**src/sv/midpoint_line_rasterizer_macros.svh**
```systemverilog
// Assertion macros shared by the line rasterizer RTL.
`ifndef MIDPOINT_LINE_RASTERIZER_MACROS_SVH
`define MIDPOINT_LINE_RASTERIZER_MACROS_SVH

`ifndef ASSERT_OFF

// Same-cycle implication, checked while out of reset.
`define MLR_ASSERT_IMP(lbl, clk, rstn, ante, cons) \
  lbl: assert property (@(posedge clk) disable iff (!(rstn)) (ante) |-> (cons)) \
    else $error("implication check failed");

// Next-cycle implication, checked while out of reset.
`define MLR_ASSERT_NXT(lbl, clk, rstn, ante, cons) \
  lbl: assert property (@(posedge clk) disable iff (!(rstn)) (ante) |=> (cons)) \
    else $error("next-cycle check failed");

`else

`define MLR_ASSERT_IMP(lbl, clk, rstn, ante, cons)
`define MLR_ASSERT_NXT(lbl, clk, rstn, ante, cons)

`endif

`endif

```
**src/sv/mlr_pkg.sv**
```systemverilog
// Shared types and constants for the midpoint line rasterizer.
package mlr_pkg;

  localparam int COORD_BITS_DEF = 12;
  localparam int COLOR_BITS     = 24;

  // Item kinds on the input channel.
  localparam logic CMD_START = 1'b0;
  localparam logic CMD_STEP  = 1'b1;

  // Octant cases of the midpoint walk.
  typedef enum logic [1:0] {
    OCT_SHALLOW_UP   = 2'd0,  // drive x, y may go up
    OCT_STEEP_UP     = 2'd1,  // drive y up, x may go up
    OCT_STEEP_DOWN   = 2'd2,  // drive y down, x may go up
    OCT_SHALLOW_DOWN = 2'd3   // drive x, y may go down
  } oct_t;

endpackage

```
**src/sv/mlr_setup.sv**
```systemverilog
// Line setup: endpoint ordering, step terms, octant and initial decision value.
module mlr_setup #(
  parameter int COORD_BITS = mlr_pkg::COORD_BITS_DEF
) (
  input  logic signed [COORD_BITS-1:0] x0_i,
  input  logic signed [COORD_BITS-1:0] y0_i,
  input  logic signed [COORD_BITS-1:0] x1_i,
  input  logic signed [COORD_BITS-1:0] y1_i,
  output mlr_pkg::oct_t                oct_o,
  output logic signed [COORD_BITS+3:0] dec_o,
  output logic signed [COORD_BITS+1:0] step_a_o,
  output logic signed [COORD_BITS+1:0] step_b_o,
  output logic signed [COORD_BITS-1:0] stop_o,
  output logic signed [COORD_BITS-1:0] start_x_o,
  output logic signed [COORD_BITS-1:0] start_y_o
);
  import mlr_pkg::*;

  localparam int CW = COORD_BITS;
  localparam int SW = COORD_BITS + 2;
  localparam int DW = COORD_BITS + 4;

  logic                 swap;
  logic signed [CW-1:0] xs, ys, xe, ye;
  logic signed [CW:0]   dx, dy;
  logic signed [SW-1:0] a, b;
  logic signed [DW-1:0] a_ext, b_ext, a_half, b_half, neg_b;

  assign swap = (x0_i > x1_i);
  assign xs   = swap ? x1_i : x0_i;
  assign ys   = swap ? y1_i : y0_i;
  assign xe   = swap ? x0_i : x1_i;
  assign ye   = swap ? y0_i : y1_i;

  assign dx = (CW+1)'(xe) - (CW+1)'(xs);
  assign dy = (CW+1)'(ye) - (CW+1)'(ys);

  assign a = {dy, 1'b0};
  assign b = SW'(0) - {dx, 1'b0};

  // Both step terms are even, so the halves are exact.
  assign a_ext  = DW'(a);
  assign b_ext  = DW'(b);
  assign a_half = DW'(dy);
  assign b_half = DW'(b >>> 1);
  assign neg_b  = DW'(0) - b_ext;

  always_comb begin
    if (!a[SW-1] && (a_ext <= neg_b)) begin
      oct_o  = OCT_SHALLOW_UP;
      dec_o  = a_ext + b_half;
      stop_o = xe;
    end else if (!a[SW-1]) begin
      oct_o  = OCT_STEEP_UP;
      dec_o  = a_half + b_ext;
      stop_o = ye;
    end else if (a_ext <= b_ext) begin
      oct_o  = OCT_STEEP_DOWN;
      dec_o  = a_half - b_ext;
      stop_o = ye;
    end else begin
      oct_o  = OCT_SHALLOW_DOWN;
      dec_o  = a_ext - b_half;
      stop_o = xe;
    end
  end

  assign step_a_o  = a;
  assign step_b_o  = b;
  assign start_x_o = xs;
  assign start_y_o = ys;

endmodule

```
**src/sv/midpoint_line_rasterizer.sv**
```systemverilog
// Midpoint line rasterizer top level: input, setup and walk/output stages.
//
//  channel | dir | tdata (low bit up)                           | tuser | tlast
//  in_*    | in  | start_x, start_y, end_x, end_y, pen_color,   | cmd   | -
//          |     | coord_mode, zero fill to bytes               |       |
//  out_*   | out | pixel_x, pixel_y, pixel_color, pixel_mode,   | -     | last_pixel
//          |     | zero fill to bytes                           |       |
//
//  One item per clock sustained while out_tready does not stall the output.
//  Three registers deep: input register, setup register (ordering, step terms, octant,
//  initial decision), then the walk step into the output register. Line state lives in
//  the walk step only, so back-to-back steps see each other's results.
//  rst_n is synchronous; it clears the stage valids and the line-active flag.
//  A stalled output holds the whole pipe (in_tready follows the output slot).
module midpoint_line_rasterizer #(
  parameter  int COORD_BITS = mlr_pkg::COORD_BITS_DEF,
  localparam int IN_W  = ((4 * COORD_BITS + mlr_pkg::COLOR_BITS + 1 + 7) / 8) * 8,
  localparam int OUT_W = ((2 * COORD_BITS + mlr_pkg::COLOR_BITS + 1 + 7) / 8) * 8
) (
  input  logic             clk,
  input  logic             rst_n,
  input  logic             in_tvalid,
  output logic             in_tready,
  // start_x, start_y, end_x, end_y, pen_color, coord_mode, zero fill
  input  logic [IN_W-1:0]  in_tdata,
  // cmd
  input  logic             in_tuser,
  output logic             out_tvalid,
  input  logic             out_tready,
  // pixel_x, pixel_y, pixel_color, pixel_mode, zero fill
  output logic [OUT_W-1:0] out_tdata,
  // last_pixel
  output logic             out_tlast
);
  import mlr_pkg::*;

  `include "midpoint_line_rasterizer_macros.svh"

  localparam int CW = COORD_BITS;
  localparam int SW = COORD_BITS + 2;
  localparam int DW = COORD_BITS + 4;
  localparam int KW = COLOR_BITS;
  localparam logic signed [CW-1:0] ONE = CW'(1);

  // Whole pipe advances when the output slot is free or being drained.
  logic adv;
  assign adv       = !out_tvalid || out_tready;
  assign in_tready = adv;

  // ---------------- stage 1: input register ----------------
  logic                 s1_vld_r;
  logic                 s1_cmd_r;
  logic signed [CW-1:0] s1_x0_r, s1_y0_r, s1_x1_r, s1_y1_r;
  logic [KW-1:0]        s1_color_r;
  logic                 s1_mode_r;

  always_ff @(posedge clk) begin
    if (!rst_n) begin
      s1_vld_r <= 1'b0;
    end else if (adv) begin
      s1_vld_r <= in_tvalid;
    end
  end

  always_ff @(posedge clk) begin
    if (adv) begin
      s1_cmd_r   <= in_tuser;
      s1_x0_r    <= in_tdata[CW-1:0];
      s1_y0_r    <= in_tdata[2*CW-1:CW];
      s1_x1_r    <= in_tdata[3*CW-1:2*CW];
      s1_y1_r    <= in_tdata[4*CW-1:3*CW];
      s1_color_r <= in_tdata[4*CW+KW-1:4*CW];
      s1_mode_r  <= in_tdata[4*CW+KW];
    end
  end

  // ---------------- stage 2: line setup ----------------
  oct_t                 su_oct;
  logic signed [DW-1:0] su_dec;
  logic signed [SW-1:0] su_a, su_b;
  logic signed [CW-1:0] su_stop, su_x, su_y;

  mlr_setup #(
    .COORD_BITS (COORD_BITS)
  ) u_setup (
    .x0_i      (s1_x0_r),
    .y0_i      (s1_y0_r),
    .x1_i      (s1_x1_r),
    .y1_i      (s1_y1_r),
    .oct_o     (su_oct),
    .dec_o     (su_dec),
    .step_a_o  (su_a),
    .step_b_o  (su_b),
    .stop_o    (su_stop),
    .start_x_o (su_x),
    .start_y_o (su_y)
  );

  logic                 s2_vld_r;
  logic                 s2_cmd_r;
  oct_t                 s2_oct_r;
  logic signed [DW-1:0] s2_dec_r;
  logic signed [SW-1:0] s2_a_r, s2_b_r;
  logic signed [CW-1:0] s2_stop_r, s2_x_r, s2_y_r;
  logic [KW-1:0]        s2_color_r;
  logic                 s2_mode_r;

  always_ff @(posedge clk) begin
    if (!rst_n) begin
      s2_vld_r <= 1'b0;
    end else if (adv) begin
      s2_vld_r <= s1_vld_r;
    end
  end

  always_ff @(posedge clk) begin
    if (adv) begin
      s2_cmd_r   <= s1_cmd_r;
      s2_oct_r   <= su_oct;
      s2_dec_r   <= su_dec;
      s2_a_r     <= su_a;
      s2_b_r     <= su_b;
      s2_stop_r  <= su_stop;
      s2_x_r     <= su_x;
      s2_y_r     <= su_y;
      s2_color_r <= s1_color_r;
      s2_mode_r  <= s1_mode_r;
    end
  end

  // ---------------- line state ----------------
  logic signed [CW-1:0] cur_x_r, cur_y_r, stop_r;
  logic signed [DW-1:0] dec_r;
  logic signed [SW-1:0] a_r, b_r;
  oct_t                 oct_r;
  logic                 active_r;
  logic [KW-1:0]        color_r;
  logic                 mode_r;

  // ---------------- stage 3: walk step ----------------
  // A start item replaces the loaded line before its first pixel goes out.
  logic                 is_start;
  logic signed [CW-1:0] eff_x, eff_y, eff_stop, drive;
  logic signed [DW-1:0] eff_dec, a_ext, b_ext;
  oct_t                 eff_oct;
  logic [KW-1:0]        eff_color;
  logic                 eff_mode;
  logic                 eff_active;
  logic                 emit;
  logic                 last;
  logic                 dec_pos, dec_neg;

  logic signed [CW-1:0] adv_x, adv_y;
  logic signed [DW-1:0] adv_dec;

  logic signed [CW-1:0] cur_x_nxt, cur_y_nxt, stop_nxt;
  logic signed [DW-1:0] dec_nxt;
  logic signed [SW-1:0] a_nxt, b_nxt;
  oct_t                 oct_nxt;
  logic                 active_nxt;
  logic [KW-1:0]        color_nxt;
  logic                 mode_nxt;

  assign is_start   = (s2_cmd_r == CMD_START);
  assign eff_x      = is_start ? s2_x_r     : cur_x_r;
  assign eff_y      = is_start ? s2_y_r     : cur_y_r;
  assign eff_stop   = is_start ? s2_stop_r  : stop_r;
  assign eff_dec    = is_start ? s2_dec_r   : dec_r;
  assign eff_oct    = is_start ? s2_oct_r   : oct_r;
  assign eff_color  = is_start ? s2_color_r : color_r;
  assign eff_mode   = is_start ? s2_mode_r  : mode_r;
  assign eff_active = is_start || active_r;
  assign a_ext      = DW'(is_start ? s2_a_r : a_r);
  assign b_ext      = DW'(is_start ? s2_b_r : b_r);

  assign emit  = s2_vld_r && eff_active;
  assign drive = (eff_oct == OCT_STEEP_UP || eff_oct == OCT_STEEP_DOWN) ? eff_y : eff_x;
  assign last  = (drive == eff_stop);

  assign dec_pos = !eff_dec[DW-1] && (|eff_dec);
  assign dec_neg = eff_dec[DW-1];

  // Ties leave the minor coordinate alone in every octant.
  always_comb begin
    adv_x   = eff_x;
    adv_y   = eff_y;
    adv_dec = eff_dec;
    case (eff_oct)
      OCT_SHALLOW_UP: begin
        adv_x   = eff_x + ONE;
        adv_y   = dec_pos ? eff_y + ONE : eff_y;
        adv_dec = eff_dec + a_ext + (dec_pos ? b_ext : DW'(0));
      end
      OCT_STEEP_UP: begin
        adv_x   = dec_neg ? eff_x + ONE : eff_x;
        adv_y   = eff_y + ONE;
        adv_dec = eff_dec + b_ext + (dec_neg ? a_ext : DW'(0));
      end
      OCT_STEEP_DOWN: begin
        adv_x   = dec_pos ? eff_x + ONE : eff_x;
        adv_y   = eff_y - ONE;
        adv_dec = eff_dec - b_ext + (dec_pos ? a_ext : DW'(0));
      end
      default: begin
        adv_x   = eff_x + ONE;
        adv_y   = dec_neg ? eff_y - ONE : eff_y;
        adv_dec = eff_dec + a_ext - (dec_neg ? b_ext : DW'(0));
      end
    endcase
  end

  always_comb begin
    cur_x_nxt  = cur_x_r;
    cur_y_nxt  = cur_y_r;
    dec_nxt    = dec_r;
    stop_nxt   = stop_r;
    a_nxt      = a_r;
    b_nxt      = b_r;
    oct_nxt    = oct_r;
    color_nxt  = color_r;
    mode_nxt   = mode_r;
    active_nxt = active_r;
    if (emit) begin
      cur_x_nxt  = last ? eff_x   : adv_x;
      cur_y_nxt  = last ? eff_y   : adv_y;
      dec_nxt    = last ? eff_dec : adv_dec;
      stop_nxt   = eff_stop;
      a_nxt      = a_ext[SW-1:0];
      b_nxt      = b_ext[SW-1:0];
      oct_nxt    = eff_oct;
      color_nxt  = eff_color;
      mode_nxt   = eff_mode;
      active_nxt = !last;
    end
  end

  always_ff @(posedge clk) begin
    if (!rst_n) begin
      active_r <= 1'b0;
    end else if (adv) begin
      active_r <= active_nxt;
    end
  end

  always_ff @(posedge clk) begin
    if (adv) begin
      cur_x_r <= cur_x_nxt;
      cur_y_r <= cur_y_nxt;
      dec_r   <= dec_nxt;
      stop_r  <= stop_nxt;
      a_r     <= a_nxt;
      b_r     <= b_nxt;
      oct_r   <= oct_nxt;
      color_r <= color_nxt;
      mode_r  <= mode_nxt;
    end
  end

  // ---------------- output register ----------------
  logic                 out_vld_r;
  logic signed [CW-1:0] out_x_r, out_y_r;
  logic [KW-1:0]        out_color_r;
  logic                 out_mode_r;
  logic                 out_last_r;

  always_ff @(posedge clk) begin
    if (!rst_n) begin
      out_vld_r <= 1'b0;
    end else if (adv) begin
      out_vld_r <= emit;
    end
  end

  always_ff @(posedge clk) begin
    if (adv) begin
      out_x_r     <= eff_x;
      out_y_r     <= eff_y;
      out_color_r <= eff_color;
      out_mode_r  <= eff_mode;
      out_last_r  <= last;
    end
  end

  assign out_tvalid = out_vld_r;
  assign out_tlast  = out_last_r;
  assign out_tdata  = OUT_W'({out_mode_r, out_color_r, out_y_r, out_x_r});

  // ---------------- checks ----------------
  logic stray_step;
  logic shallow_live;
  assign stray_step   = s2_vld_r && !is_start && !active_r;
  assign shallow_live = active_r && (oct_r == OCT_SHALLOW_UP || oct_r == OCT_SHALLOW_DOWN);

  `MLR_ASSERT_NXT(a_start_emits, clk, rst_n, adv && s2_vld_r && is_start, out_vld_r)
  `MLR_ASSERT_NXT(a_idle_step_silent, clk, rst_n, adv && stray_step, !out_vld_r)
  `MLR_ASSERT_NXT(a_last_ends_line, clk, rst_n, adv && emit && last, !active_r)
  `MLR_ASSERT_IMP(a_shallow_in_range, clk, rst_n, shallow_live, cur_x_r <= stop_r)

endmodule
```
**config.mk**
```make
export PLATFORM = sky130hd
export DESIGN_NAME = midpoint_line_rasterizer
export DESIGN_NICKNAME = d
export VERILOG_FILES = /design/src/sv/mlr_pkg.sv /design/src/sv/mlr_setup.sv /design/src/sv/midpoint_line_rasterizer.sv
export VERILOG_INCLUDE_DIRS = /design/src /design/src/sv
export SDC_FILE = /design/constraint.sdc
export NUM_CORES = 1
export LEC_CHECK = 0
export ABC_AREA = 1
export BUFFER_PORTS_ARGS = -buffer_cell sky130_fd_sc_hd__buf_4
export CAP_MARGIN = 25
export CORE_MARGIN = 1
export CORE_UTILIZATION = 50
export CTS_CLUSTER_SIZE = 30
export DETAILED_ROUTE_END_ITERATION = 10
export PLACE_DENSITY = 0.7
export RECOVER_POWER = 100
export SLEW_MARGIN = 20
export SYNTH_ARGS = -nofsm -noshare
export SYNTH_HDL_FRONTEND = slang
export SYNTH_SLANG_ARGS = --single-unit
```
**constraint.sdc**
```tcl
create_clock -name clk -period 9.5 [get_ports clk]
set_input_delay 1.9 -clock clk [delete_from_list [all_inputs] [get_ports clk]]
set_output_delay 1.9 -clock clk [all_outputs]
set_load 0.1 [all_outputs]
```
==> metrics.cfg, run 1 <==
[clock_tree]
htreeDepth=2
path_clk_slew_ps=60
cts_made_buffers=37
clock-sinks=340
cts_resized=0
cts-root-buf=clkbuf_16
cts_tree=built
clk_path_buf_depth=3
holdBufCountCts=0
clk_latency_ps=570
post_cts_buffers=0

[layout]
antenna_cells=0
fin_util_pct=56.0
syn_to_final_growth_pct=9.90
drive_gt1_share_pct=7.83
nets=3189
fillers=4167
design_area_um2=26200

[synth]
yosysTopAreaCell=edfxtp_1
syn_inst=2803
yosysWarnings=0
yosysTopAreaCellShare_pct=42.3
synthTopCellsByCount=772 x nand2_1, 336 x edfxtp_1, 316 x inv_1
synthTopCellsByArea=edfxtp_1 42%, nand2_1 12%, ha_1 8.4%, inv_1 5.0%, o21ai_0 4.2%
synth_edf_count=336
syn-cell-area_um2=23800
ys_seq_elements=340
postSynthAreaPerCell_um2=8.51
yosysSeqAreaShare_pct=42.7
yosysMostFrequentCell=nand2_1
synth-async-reset-ratio_pct=0
synth_ff_type=edfxtp_1
synth.distinct_cells=63

[placed_design]
place_congestion=0.955
hpwlAfterDp_um=46300
io_buffer_count=129
post_dp_cell_area_um2=25300

[setup_path]
critPathCaptureType=flop
cp_common_cell=nand2_1
worstSetupStartpointType=flop
critPathRequiredTime_ps=9790
max_stage_delay_ps=820
critPathSlowestCell=ha_1
arrival_ps=8400
path_max_fanout=52
worstSetupPathType=flop to flop
r2r_cells=29

[global_route]
grt_pass1_wl_um=98300
grt_use_total_pct=25.8
grt_pass1_vias=18900
antenna_found_initial=1
grt.overflow.total=0
grt_max_degree=110

[drt]
totalWireLength_um=61900
ant_nets=0
avgViaCountPerCell=5.55
drc_errors=4
drt-pass1-iter-count=9
routedWlPerCell_um=17.5
num_vias=19700
drtIter0Drc=1766

[timing]
period_needed_ps=8110
hold_viol=0
tightest_slew_ps=3460
setup-tns-final_ps=0
setup_viol=0
clock_skew_ps=23.7
rsz0062_at_grt=no
post-route-period-util_pct=85.4
slew_headroom_pct=-132
slew_violations=327
max_freq_ghz=0.123

[pwr]
irDropWorstVdd_v=0.000153
powerDensity_nw_per_um2=317
leakagePower_uw=0.0119

[hold_path]
min_path_type=flop to flop
hold_path_depth=0

[floorplanning]
dieHeight_um=220
dieArea_um2=48600
die_w_um=220
pin_count=144
core_area_um2=46800
row_count=79
initial_core_util_pct=51.0

[outcome]
status=finished with violations
failed_checks=design-rule violations, max-capacitance violations, max-slew violations

[flow_run]
cap_violations=8

[where the power goes]
group | total, uW | internal [uW] | switching (uW)
Clock | 1390 | 791 | 603
Sequential | 2080 | 1990 | 87.9
Combinational | 4840 | 1640 | 3200
Total | 8320 | 4420 | 3890
[sequential cells by signal (all words and copies together) (netlist names), 14 cells and up]
name,count
color_r,24
out_color_r,24
s1_color_r,24
s2_color_r,24
dec_r,16
s2_dec_r,15
a_r,14
b_r,14
[stage by stage]
step | cells | power, uW | worst slack, ps | hold WS [ps]
after floorplan | 2809 | 5770 | 604 | 400
final | 3544 | 8320 | 1390 | 418
after global placement | 3473 | 6740 | 2250 | 400
after CTS | 3541 | 8310 | 2040 | 417
after global routing | 3544 | 8990 | 773 | 426
after detailed placement | 3473 | 6890 | 2070 | 405
[cell families after synthesis]
logic type | count (synthesis) | share of synthesized area (%)
compound gates | 536 | 13.0
xor+xnor | 128 | 4.73
fa+ha+maj | 196 | 11.4
buf+inv | 428 | 7.20
flops | 340 | 42.7
mux | 9 | 0.378
other cells | 1 | 0.0157
simple gates | 1165 | 20.6
[cells in the final DEF, fill, tap and decap left out, types with 7 or more instances in the layout]
cell type | netlist | final
nand2_2 | 32 | 19
xnor2_1 | 32 | 32
clkbuf_1 | 43 | 70
or2_2 | 21 | 21
a21oi_1 | 158 | 158
xor2_1 | 95 | 95
nor3_1 | 24 | 24
a21o_1 | 8 | 8
inv_2 | 21 | 17
clkbuf_16 | 0 | 37
o21a_1 | 10 | 10
conb_1 | 1 | 7
nand2_1 | 772 | 785
nor2_2 | 9 | 9
inv_1 | 316 | 319
nor2_1 | 147 | 147
o21ai_0 | 198 | 218
clkbuf_4 | 0 | 75
nor4_1 | 7 | 7
o21ai_1 | 30 | 11
fa_1 | 36 | 36
and2_0 | 0 | 7
o22ai_1 | 14 | 14
o21bai_1 | 19 | 19
buf_4 | 13 | 7
nand4_1 | 19 | 19
clkinv_1 | 5 | 9
o211ai_1 | 23 | 24
ha_1 | 160 | 160
o221ai_1 | 14 | 14
a31oi_1 | 22 | 22
mux2i_1 | 9 | 9
edfxtp_1 | 336 | 336
nand3_1 | 105 | 104
[cell type report]
cell class              count  area (um2)  share of cell area (%)
well taps                 607         759                    2.90
multi-input cells        2041       11900                    45.5
inverters                 343        1290                    4.93
clock buffers              51         988                    3.77
repair buffers            145         900                    3.43
flip-flops and latches    340       10200                    38.8
clock inverters            17         160                   0.611
[critical path: cells and delay by family, from the launching register on]
family,cells,cell delay [ps]
and+or+nand+nor,15,3590
buffers and inverters,7,1700
adders and majority gates,3,1400
DFF,1,420
AOI/OAI and AO/OA,4,670
[per-layer routing]
layer	track usage [%]	wire, um
met1	35.4	27600
met4	11.3	2530
met3	3.48	4100
met2	40.8	27700
met5	0	0
[final timing paths]
check / slack [ps] / to / startpoint
max: 1390 / s2_stop_r[8] / s1_x0_r[9]
max reg2reg: 1390 / s2_stop_r[8] / s1_x0_r[9]
min: 420 / s2_color_r[2] / s1_color_r[2]
min reg2reg: 420 / s2_color_r[2] / s1_color_r[2]
Note: power is estimated with default switching activity, not from simulation.
==> run 2, diff against run 1 <==
ABC_AREA = not set   (was 1)
==> metrics.cfg, run 2 <==
[clock_tree]
path_clk_slew_ps=60  ; about the same
cts_resized=0  ; unchanged
cts_made_buffers=39  ; was 37
clock-sinks=340  ; unchanged
clk_latency_ps=560  ; was 570 ps
cts-root-buf=clkbuf_16  ; unchanged
holdBufCountCts=0  ; unchanged
post_cts_buffers=0  ; unchanged
cts_tree=built  ; unchanged
clk_path_buf_depth=3  ; unchanged
htreeDepth=2  ; unchanged

[synth]
yosysWarnings=0  ; unchanged
yosysTopAreaCell=edfxtp_1  ; unchanged
syn_inst=2367  ; was 2,803
yosysMostFrequentCell=edfxtp_1  ; was nand2_1
postSynthAreaPerCell_um2=10.1  ; was 8.51 um2
synth_edf_count=336  ; unchanged
synth-async-reset-ratio_pct=0  ; unchanged
synth_ff_type=edfxtp_1  ; unchanged
synth.distinct_cells=93  ; was 63
syn-cell-area_um2=23900  ; was 23,800 um2
synthTopCellsByCount=336 x edfxtp_1, 204 x nand2_1, 185 x inv_1  ; was 772 x nand2_1, 336 x edfxtp_1, 316 x inv_1
ys_seq_elements=340  ; unchanged
yosysSeqAreaShare_pct=42.6  ; was 42.7%
synthTopCellsByArea=edfxtp_1 42%, ha_1 8.4%, xnor2_1 4.8%, a21oi_1 3.6%, nand2_1 3.2%  ; was edfxtp_1 42%, nand2_1 12%, ha_1 8.4%, inv_1 5.0%, o21ai_0 4.2%
yosysTopAreaCellShare_pct=42.2  ; was 42.3%

[floorplanning]
initial_core_util_pct=51.0  ; about the same
core_area_um2=46900  ; was 46,800 um2
dieHeight_um=221  ; was 220 um
pin_count=144  ; unchanged
row_count=79  ; unchanged
die_w_um=221  ; was 220 um
dieArea_um2=48700  ; was 48,600 um2

[setup_path]
worstSetupPathType=flop to flop  ; unchanged
critPathRequiredTime_ps=9810  ; was 9790 ps
critPathSlowestCell=clkbuf_1  ; was ha_1
worstSetupStartpointType=flop  ; unchanged
r2r_setup_slack_ps=690  ; was 1390 ps
arrival_ps=9120  ; was 8400 ps
critPathCaptureType=flop  ; unchanged
path_max_fanout=80  ; was 52
max_stage_delay_ps=1130  ; was 820 ps

[drt]
routedWlPerCell_um=19.5  ; was 17.5 um
totalWireLength_um=60500  ; was 61,900 um
avgViaCountPerCell=5.94  ; was 5.55
drc_errors=9  ; was 4
drt-pass1-iter-count=9  ; unchanged
num_vias=18500  ; was 19.7k
ant_nets=0  ; unchanged
drtIter0Drc=1792  ; was 1,766

[flow_run]
cap_violations=7  ; was 8

[pwr]
leakagePower_uw=0.0106  ; was 0.0119 uW
powerDensity_nw_per_um2=316  ; was 317 nW/um2
power_frac_comb_pct=57.8  ; was 58.2%
switching_power_uw=3640  ; was 3890 uW
power_frac_clock_pct=17.1  ; was 16.8%
switching_share_pct=43.7  ; was 46.8%
irDropWorstVdd_v=0.000168  ; was 0.000153 V
seqPwrFrac_pct=25.1  ; was 25.0%
power.internal_uw=4690  ; was 4420 uW

[layout]
final_cell_count_no_fill=3109  ; was 3,544
layout_common_cells=336 x edfxtp_1, 204 x nand2_1, 185 x inv_1, 171 x a21oi_1, 160 x ha_1  ; was 785 x nand2_1, 336 x edfxtp_1, 319 x inv_1, 218 x o21ai_0, 160 x ha_1
syn_to_final_growth_pct=10.4  ; was 9.90%
fillers=4010  ; was 4,167
nets=2752  ; was 3,189
drive_gt1_share_pct=7.51  ; was 7.83%
antenna_cells=0  ; unchanged
layout.cells.most_common=edfxtp_1  ; was nand2_1

[timing]
setup-tns-final_ps=0  ; unchanged
hold_viol=0  ; unchanged
period_needed_ps=8810  ; was 8110 ps
tightest_slew_ps=4090  ; was 3460 ps
slew_violations=415  ; was 327
setup_viol=0  ; unchanged
post-route-period-util_pct=92.7  ; was 85.4%
max_freq_ghz=0.113  ; was 0.123 GHz
slew_headroom_pct=-173  ; was -132%
clock_skew_ps=20.4  ; was 23.7 ps
rsz0062_at_grt=no  ; unchanged

[placed_design]
io_buffer_count=129  ; unchanged
hpwlAfterDp_um=44700  ; was 46,300 um
numPlacedInstances=3037  ; was 3,473
place_congestion=0.931  ; was 0.955

[global_route]
antenna_found_initial=1  ; unchanged
grt_max_degree=149  ; was 110
grt.overflow.total=0  ; unchanged
grt_pass1_wl_um=94600  ; was 98,300 um
grt_pass1_vias=17700  ; was 18.9k
grt_use_total_pct=24.7  ; was 25.8%

[hold_path]
min_path_type=flop to flop  ; unchanged

[outcome]
failed_checks=design-rule violations, max-capacitance violations, max-slew violations  ; unchanged
status=finished with violations  ; unchanged

run 2: cell count changes in the layout (fill, tap and decap cells not counted), sizes merged, moves of 29 or more:
| cell | before | now |
|---|---|---|
| inv | 340 | 192 |
| mux2i | 9 | 75 |
| xnor2 | 32 | 132 |
| mux2 | 0 | 51 |
| o21ai | 229 | 153 |
| nand3 | 111 | 60 |
| nor3 | 24 | 53 |
| nand2 | 810 | 204 |
| xor2 | 96 | 28 |
| nor2b | 0 | 40 |
run 2: per-layer routing:
metal  vias up  track usage [%]  wire [um]
met5         -                0          0
met4         0             8.11       1690
met3        96             3.22       4180
met2       698             39.3      27600
met1      8848             34.8      27100
li1       8835                -          -
run 2: path summary, 6_finish.rpt:
check | end | cells after the start | start
max | s2_stop_r[4] | 30 | s1_x1_r[11]
min | s2_cmd_r | 0 | s1_cmd_r
max reg2reg | s2_stop_r[4] | 30 | s1_x1_r[11]
min reg2reg | s2_cmd_r | 0 | s1_cmd_r
run 2: cell families (layout without fill, tap and decap cells):
| logic type | after synthesis | count (layout) | synth area share, % |
|---|---|---|---|
| adders and majority gates | 199 | 199 | 11.5 |
| and+or+nand+nor | 628 | 628 | 12.5 |
| AOI/OAI and AO/OA | 617 | 617 | 17.0 |
| DFF | 340 | 340 | 42.6 |
| muxes | 127 | 127 | 5.65 |
| xor gates and xnor gates | 160 | 160 | 5.86 |
| buffers and inverters | 295 | 424 | 4.90 |
| other | 1 | 7 | 0.0157 |
run 2: cell type report:
class / instances / area (um2) / share of cell area, %
Sequential cell: 340 / 10200 / 38.5
Timing Repair Buffer: 163 / 961 / 3.64
Clock buffer: 47 / 1030 / 3.89
Inverter: 189 / 709 / 2.69
Clock inverter: 25 / 176 / 0.669
Multi-Input combinational cell: 1738 / 12600 / 47.7
Tap cell: 607 / 759 / 2.88
run 2: stage by stage:
| stage | hold WS (ps) | worst slack, ps | cell area (um2) | util [%] | total power [uW] |
|---|---|---|---|---|---|
| finish | 405 | 689 | 26400 | 56.3 | 8330 |
| global route | 416 | 276 | 26400 | 56.3 | 8950 |
| CTS | 411 | 1050 | 26700 | 57.0 | 8340 |
| detailed placement | 405 | 1090 | 25500 | 54.5 | 6880 |
| global placement | 402 | 1190 | 25500 | 54.5 | 6750 |
| floorplan | 400 | 451 | 23900 | - | 5790 |
run 2: power groups by stage:
stage | registers (uW) | clock network [uW] | logic [uW]
final | 2090 | 1420 | 4820
after global routing | 2100 | 1510 | 5340
after CTS | 2080 | 1460 | 4810
after detailed placement | 2110 | 0 | 4770
after global placement | 2100 | 0 | 4650
after floorplan | 2220 | 0 | 3570
run 2: worst max-delay path: cells and delay by family, from the launching register on:
kind,cells,cell delay (ps)
AO/OA/AOI/OAI,12,3100
buffers and inverters,7,2370
adder cells (fa/ha/maj),4,1570
AND/OR/NAND/NOR,7,980
flip-flops,1,450
